`config.mk`:
```
export PLATFORM = sky130hd
export DESIGN_NAME = remapped_interrupt_mux
export DESIGN_NICKNAME = d
export VERILOG_FILES = /design/src/rtl/core/rim_pkg.sv /design/src/rtl/core/remapped_interrupt_mux.sv /design/src/rtl/core/rim_deliver.sv
export VERILOG_INCLUDE_DIRS = /design/src /design/src/rtl/core
export SDC_FILE = /design/constraint.sdc
export NUM_CORES = 1
export LEC_CHECK = 0
export BUFFER_PORTS_ARGS = -buffer_cell sky130_fd_sc_hd__buf_2
export CAP_MARGIN = 5
export CORE_UTILIZATION = 23
export DETAILED_ROUTE_END_ITERATION = 12
export PLACE_DENSITY = 0.38
export SLEW_MARGIN = 25
export SYNTH_ARGS = -nofsm -noshare
export SYNTH_HDL_FRONTEND = slang
export SYNTH_SLANG_ARGS = --single-unit
```
`constraint.sdc`:
```
create_clock -name clk -period 3.1 [get_ports clk]
set_input_delay 0.155 -clock clk [delete_from_list [all_inputs] [get_ports clk]]
set_output_delay 0.155 -clock clk [all_outputs]
set_load 0.03 [all_outputs]
```
`src/rtl/core/remapped_interrupt_mux_macros.svh`:
```
// Assertion helpers shared by the interrupt mux RTL.
`ifndef REMAPPED_INTERRUPT_MUX_MACROS_SVH
`define REMAPPED_INTERRUPT_MUX_MACROS_SVH

// Same-cycle implication under the asynchronous reset.
`define RIM_ASSERT_IMP(label, clk, rst_n, cond, prop) \
	label: assert property (@(posedge clk) disable iff (!rst_n) (cond) |-> (prop)) \
		else $error("interrupt mux check failed");

// Next-cycle implication under the asynchronous reset.
`define RIM_ASSERT_NXT(label, clk, rst_n, cond, prop) \
	label: assert property (@(posedge clk) disable iff (!rst_n) (cond) |=> (prop)) \
		else $error("interrupt mux sequencing check failed");

`endif

```
`src/rtl/core/rim_pkg.sv`:
```
package rim_pkg;

	localparam int NUM_SOURCES = 32;
	localparam int SCAN_LIMIT  = (NUM_SOURCES < 32) ? NUM_SOURCES : 32;

	localparam logic [7:0] MAP_UNWIRED = 8'hff;
	localparam logic [7:0] MAP_UNGATED = 8'hfe;
	localparam logic [7:0] MAP_EN_BITS = 8'd32;

	typedef enum logic [2:0] {
		OP_LEVELS      = 3'd0,
		OP_CLEAR       = 3'd1,
		OP_WR_ENABLE   = 3'd2,
		OP_RD_STATUS   = 3'd3,
		OP_RD_ENABLE   = 3'd4,
		OP_GATE        = 3'd5,
		OP_DISPATCH    = 3'd6
	} op_t;

	typedef struct packed {
		logic [2:0]  operation;
		logic [31:0] line_levels;
		logic [31:0] write_data;
		logic [4:0]  source_index;
		logic        gate_on;
	} req_t;

	typedef struct packed {
		logic [31:0] read_data;
		logic        irq_out;
		logic [4:0]  source_number;
		logic        source_valid;
		logic        last;
	} rsp_t;

	typedef struct packed {
		logic        irq;
		logic [31:0] mask;
	} dlv_t;

	localparam logic [7:0] MAP_MISC [32] = '{
		8'hff, 8'hff, 8'hfe, 8'd3,  8'hff, 8'd5,  8'hfe, 8'hfe,
		8'd7,  8'hfe, 8'd10, 8'd11, 8'd12, 8'd6,  8'd14, 8'd15,
		8'hff, 8'hff, 8'hff, 8'd19, 8'd20, 8'd21, 8'd22, 8'd28,
		8'd24, 8'hff, 8'd26, 8'd27, 8'hff, 8'd29, 8'hff, 8'hff
	};

	localparam logic [7:0] MAP_ISO [32] = '{
		8'hff, 8'hfe, 8'd2,  8'hff, 8'hff, 8'd5,  8'hff, 8'hfe,
		8'd8,  8'hfe, 8'hff, 8'd11, 8'd12, 8'd13, 8'hff, 8'hff,
		8'hff, 8'hff, 8'hff, 8'd19, 8'd20, 8'hfe, 8'hfe, 8'hfe,
		8'hfe, 8'hff, 8'hff, 8'hff, 8'hff, 8'd29, 8'd30, 8'd31
	};

	function automatic logic [7:0] map_entry(input logic tsel, input logic [4:0] idx);
		map_entry = tsel ? MAP_ISO[idx] : MAP_MISC[idx];
	endfunction

endpackage

```
`src/rtl/core/remapped_interrupt_mux.sv`:
```
// Register operations are carried out in ST_EXEC and give their one result from ST_RESP.
// A new request is taken only while idle (busy low); dispatch scans the deliverable sources
// one bit per cycle in ST_SCAN, then gives its final result from ST_FLUSH.
// Results cannot be stalled: each is shown for one cycle under result_valid.
// Reset clears status, enable and table select and returns the sequencer to idle.
`include "remapped_interrupt_mux_macros.svh"

module remapped_interrupt_mux (
	input  logic          clk,
	input  logic          arst_n,
	input  logic          start,
	output logic          busy,
	input  rim_pkg::req_t req,
	input  logic          cfg_wr_en,
	input  logic          cfg_wr_data,
	output logic          result_valid,
	output rim_pkg::rsp_t result
);
	import rim_pkg::*;

	typedef enum logic [4:0] {
		ST_IDLE  = 5'b00001,
		ST_EXEC  = 5'b00010,
		ST_RESP  = 5'b00100,
		ST_SCAN  = 5'b01000,
		ST_FLUSH = 5'b10000
	} state_t;

	localparam logic [5:0] SCAN_LIMIT_W = 6'(SCAN_LIMIT);
	localparam logic [4:0] LAST_IDX     = 5'(SCAN_LIMIT - 1);

	state_t      state_q;
	req_t        req_q;
	logic [31:0] status_q;
	logic [31:0] enable_q;
	logic        tsel_q;
	logic [4:0]  scan_idx_q;
	logic        held_q;
	logic [4:0]  held_num_q;
	dlv_t        dlv;
	logic [7:0]  gate_entry;
	logic        accept;
	logic        hit;

	rim_deliver u_deliver (
		.tsel   (tsel_q),
		.status (status_q),
		.enable (enable_q),
		.dlv    (dlv)
	);

	assign busy       = (state_q != ST_IDLE);
	assign accept     = start && !busy;
	assign gate_entry = map_entry(tsel_q, req_q.source_index);
	assign hit        = dlv.mask[scan_idx_q];

	always_ff @(posedge clk) begin
		if (accept) begin
			req_q <= req;
		end
	end

	always_ff @(posedge clk or negedge arst_n) begin
		if (!arst_n) begin
			state_q    <= ST_IDLE;
			status_q   <= '0;
			enable_q   <= '0;
			tsel_q     <= 1'b0;
			scan_idx_q <= '0;
			held_q     <= 1'b0;
			held_num_q <= '0;
		end else begin
			if (cfg_wr_en) begin
				tsel_q <= cfg_wr_data;
			end
			case (state_q)
				ST_IDLE: begin
					if (accept) begin
						state_q <= (req.operation == OP_DISPATCH) ? ST_SCAN : ST_EXEC;
						scan_idx_q <= '0;
						held_q     <= 1'b0;
					end
				end
				ST_EXEC: begin
					case (req_q.operation)
						OP_LEVELS:    status_q <= status_q | req_q.line_levels;
						OP_CLEAR:     status_q <= status_q & ~req_q.write_data;
						OP_WR_ENABLE: enable_q <= req_q.write_data;
						OP_GATE: begin
							if (({1'b0, req_q.source_index} < SCAN_LIMIT_W)
								&& (gate_entry < MAP_EN_BITS)) begin
								enable_q[gate_entry[4:0]] <= req_q.gate_on;
							end
						end
						default: ;
					endcase
					state_q <= ST_RESP;
				end
				ST_RESP: state_q <= ST_IDLE;
				ST_SCAN: begin
					// hold the latest hit so the final one can carry last
					if (hit) begin
						held_q     <= 1'b1;
						held_num_q <= scan_idx_q;
					end
					if (scan_idx_q == LAST_IDX) begin
						state_q <= ST_FLUSH;
					end else begin
						scan_idx_q <= scan_idx_q + 5'd1;
					end
				end
				ST_FLUSH: state_q <= ST_IDLE;
				default:  state_q <= ST_IDLE;
			endcase
		end
	end

	always_comb begin
		result_valid         = 1'b0;
		result.read_data     = '0;
		result.irq_out       = dlv.irq;
		result.source_number = '0;
		result.source_valid  = 1'b0;
		result.last          = 1'b0;
		case (state_q)
			ST_RESP: begin
				result_valid = 1'b1;
				result.last  = 1'b1;
				if (req_q.operation == OP_RD_STATUS) begin
					result.read_data = status_q;
				end else if (req_q.operation == OP_RD_ENABLE) begin
					result.read_data = enable_q;
				end
			end
			ST_SCAN: begin
				// a new hit releases the one held before it
				if (hit && held_q) begin
					result_valid         = 1'b1;
					result.source_number = held_num_q;
					result.source_valid  = 1'b1;
				end
			end
			ST_FLUSH: begin
				result_valid         = 1'b1;
				result.last          = 1'b1;
				result.source_valid  = held_q;
				result.source_number = held_q ? held_num_q : 5'd0;
			end
			default: ;
		endcase
	end

	`RIM_ASSERT_IMP(a_result_while_busy, clk, arst_n, result_valid, busy)
	`RIM_ASSERT_NXT(a_accept_goes_busy, clk, arst_n, accept, busy)
	`RIM_ASSERT_IMP(a_source_implies_irq, clk, arst_n, result_valid && result.source_valid, result.irq_out)
	`RIM_ASSERT_NXT(a_last_frees_block, clk, arst_n, result_valid && result.last, !busy)
	`RIM_ASSERT_IMP(a_scan_state_stable, clk, arst_n, state_q == ST_SCAN && !$past(accept) && $past(state_q) == ST_SCAN, $stable(status_q) && $stable(enable_q))

endmodule

```
`src/rtl/core/rim_deliver.sv`:
```
module rim_deliver (
	input  logic             tsel,
	input  logic [31:0]      status,
	input  logic [31:0]      enable,
	output rim_pkg::dlv_t    dlv
);
	import rim_pkg::*;

	always_comb begin
		logic [7:0] e;
		e = '0;
		dlv.mask = '0;
		for (int i = 0; i < 32; i++) begin
			e = map_entry(tsel, 5'(i));
			dlv.mask[i] = (i < SCAN_LIMIT) && status[i] && (e != MAP_UNWIRED)
				&& !((e < MAP_EN_BITS) && !enable[e[4:0]]);
		end
		dlv.irq = |dlv.mask;
	end

endmodule

```
==> results.md <==
* Vias/cell at between 4 and 5
* Grt met1 use at 0.232
* Worst-path fanout max at 11
* CP required at 2.94 ns
* Count of final max-slew check failures at 0
* CP Capture Type: output port
* Critical path depth at 9
* Vias in the first global route at between 6000 and 7000
* WL per Instance at approximately 19 µm
* Finish-stage setup viols at 0
* Register area share after synthesis at 0.552
* Status: finished, final reports clean
* Worst setup margin at about 0.14 ns
* P&R area growth vs syn at 34.9%
* Leading post-synthesis cells by cell area: edfxtp_1 29%, dfrtp_1 26%, a21oi_1 4.4%, nand2_1 4.2%, o21ai_0 3.3%
* Unrepaired setup endpoints after global routing: false
* WS Path Type: reg -> out
* Most frequent cells in the layout: 118 x buf_2, 84 x nand2_1, 77 x dfrtp_1
* Post-synth EDFFs at 73
* Synthesized area at 7650 µm²
* # fillers at ~3400
* Routing usage on met3 at 0.0251
* Worst slew pin tran at ~0.88 ns
* IO buf count at between 100 and 150
* Die area at between 30000 and 40000 µm²
* TNS Setup at 0 ns
* Startpoint types: register
* Final Hold Vio Count at 0
* Share of layout cells above drive strength 1 at 0.232
* Global route overflow at 0
* Drt first-iter violations at ~550
* Peak supply drop at between 300 and 400 µV
* Power density over the cells at roughly 700 nW/µm²
* Core region area at between 30000 and 40000 µm²
* Die H at 184 µm
* CTS clk-pin slew, worst paths at roughly 0.070 ns
* Synth cell types at 70
* Busiest layer in global routing: met2
* CP cell instances: mux2i_1 > o221ai_1 > o211ai_1 > a2111oi_2 > buf_4 > a41o_2 > nand2b_4 > and3_1 > buf_2
* Io pins at 120
* Top delay family on crit path: compound AO/OA/AOI/OAI gates
* Register-to-Register Path Depth at 9
* Diodes inserted at 0
* Horiz. Die Dim at between 150 and 200 µm
* Met2 global-route usage at 0.255
* Initial antenna violation count at 0
* Clk sinks at 154
* Cells after Synth at 728
* Initial Util at 0.234
* CTS Buf Count at 17
* Async SR Flop Fraction at 0.526
* CTS tree: built
* Avg Cell Area, Syn at approximately 11 µm²
* CP peak stage delay at around 0.50 ns
* Number of remaining DRC errors at 0
* TritonRoute pass-1 iters at 5
* Hold WC Path Type: in -> reg
* #FFs+latches synth at about 150
* Final HPWL DP at 18800 µm
* WP data arrival at around 2.8 ns
* Max_slew headroom at 0.413
* Vias at ~6500
* Ratio of final minimum period to clock period at 0.955
* Fin Clk Skew at 0.0145 ns
* Pin count of the biggest net entering global routing at 74
* GRT Total Usage at 0.163
* Site row count at 66
* Leak at ~4.2 nW
* Worst hold slack at between 0.05 and 0.06 ns
* Nets@finish at between 1000 and 1500
* Detailed Route WL at about 27000 µm
* Yosys top cell by area: edfxtp_1
* Yosys warns at 0
* Clock root cell: clkbuf_16
* Mapped Nets at between 800 and 900
* Highest clock rate at 338 MHz
* Period minus WS final at around 3.0 ns
* First-pass GRT wire length at 40700 µm
* Multi-input logic area at about 3200 µm²
* Gpl congestion at 0.864
* Post-route ant nets at 0
* Hold path cells at 3
* H-tree level count at 4
* Bufs and invs on worst path at 2
* Worst-Skew Late Latency at 0.44 ns
* Commonest non-fill, non-tap cell in the layout: buf_2
* Slowest cell on the critical path: dfrtp_2
* Top cell type's share of synthesized area at 0.287
* Sequential Area at 4220 µm²
* Clock Tree Buf Depth at 2
* DP Worst Slack at roughly 0.24 ns
* Max-cap violations at 0
* Ys flop type: dfrtp_1
[tightest hold or removal path, cell delays in order]
cell,delay [ns]
buf_2,0.08
nand2_1,0.08
o21ai_0,0.13
[timing repair]
item / 4_1_cts / 5_1_grt
endpoints found under the setup margin: 8 / 12
buffers inserted: 5 / 1
hold endpoints to repair: 130 / 0
hold buffers: 76 / 0
resized for setup: 3 / 6
[cells in the mapped netlist, types with 2 or more instances]
cell and n:
a311oi_1 4, nand2b_1 9, mux2i_1 10, a22o_1 14
buf_2 13, nor3_1 6, nand3b_1 6, dfrtp_1 80
and3b_1 3, o21ai_0 51, and4b_1 2, a31oi_1 18
nor3b_1 4, nand3_1 12, nor4b_1 2, edfxtp_1 73
o211ai_1 5, a222oi_1 2, ha_1 12, o31ai_1 15
a22oi_1 33, nor2b_1 9, inv_1 17, o31a_1 2
a21o_1 8, a2111o_1 3, a21oi_1 68, a211oi_1 7
buf_4 2, xor2_1 2, o21a_1 4, buf_6 3
o221ai_1 5, clkbuf_1 28, o41ai_1 2, and3_1 12
nand4_1 4, o21ai_1 2, nand2_1 85, mux2_2 7
and2_1 3, nor2_1 52, nor4_1 2
[power breakdown]
part	total, W	internal (W)	switching, W
Clock	0.00220	0.00122	0.000978
Sequential	0.00325	0.00272	0.000526
Combinational	0.00179	0.000722	0.00107
[per-layer routing]
layer	share of wire	vias up
met5	0	-
met4	0.010	0
met3	0.038	16
met2	0.46	171
met1	0.49	3204
li1	-	3155
[area by class of cell]
cell class | instances | share of cell area
Clock buffer | 17 | 0.0412
Clock inverter | 15 | 0.0173
Inverter | 18 | 0.00667
Multi-Input combinational cell | 510 | 0.309
Sequential cell | 154 | 0.409
Tap cell | 442 | 0.0536
Timing Repair Buffer | 233 | 0.163
[stage by stage]
| step | util | power [W] | instances | instance area [µm²] |
|---|---|---|---|---|
| floorplan | - | 0.00422 | 728 | 7650 |
| global placement | 0.272 | 0.00500 | 1275 | 8880 |
| detailed placement | 0.272 | 0.00499 | 1275 | 8880 |
| CTS | 0.315 | 0.00731 | 1388 | 10300 |
| global route | 0.316 | 0.00765 | 1389 | 10300 |
| finish | 0.316 | 0.00724 | 1389 | 10300 |
[path summary, 6_finish.rpt]
kind / from / to / slack (ns)
max: tsel_q / result[4] / 0.14
min: cfg_wr_data / tsel_q / 0.05
max reg2reg: req_q[4] / enable_q[18] / 0.32
min reg2reg: req_q[38] / status_q[0] / 0.47
max in group asynchronous: arst_n / enable_q[18] / 2.03
min in group asynchronous: arst_n / state_q[1] / 0.35
[state kept, by name, indices dropped and copies added, names as in the netlist]
signal,flops
status_q,32
state_q,5
enable_q,32
tsel_q,1
held_num_q,5
req_q,73
held_q,1
scan_idx_q,5
[kinds of logic after synthesis]
family / synth area share
AO/OA/AOI/OAI: 0.229
XOR/XNOR: 0.00229
adder cells (fa/ha/maj): 0.0196
buffers and inverters: 0.0375
flip-flops: 0.552
multiplexers: 0.0263
AND/OR/NAND/NOR: 0.134
(Power assumes the default switching activity.)
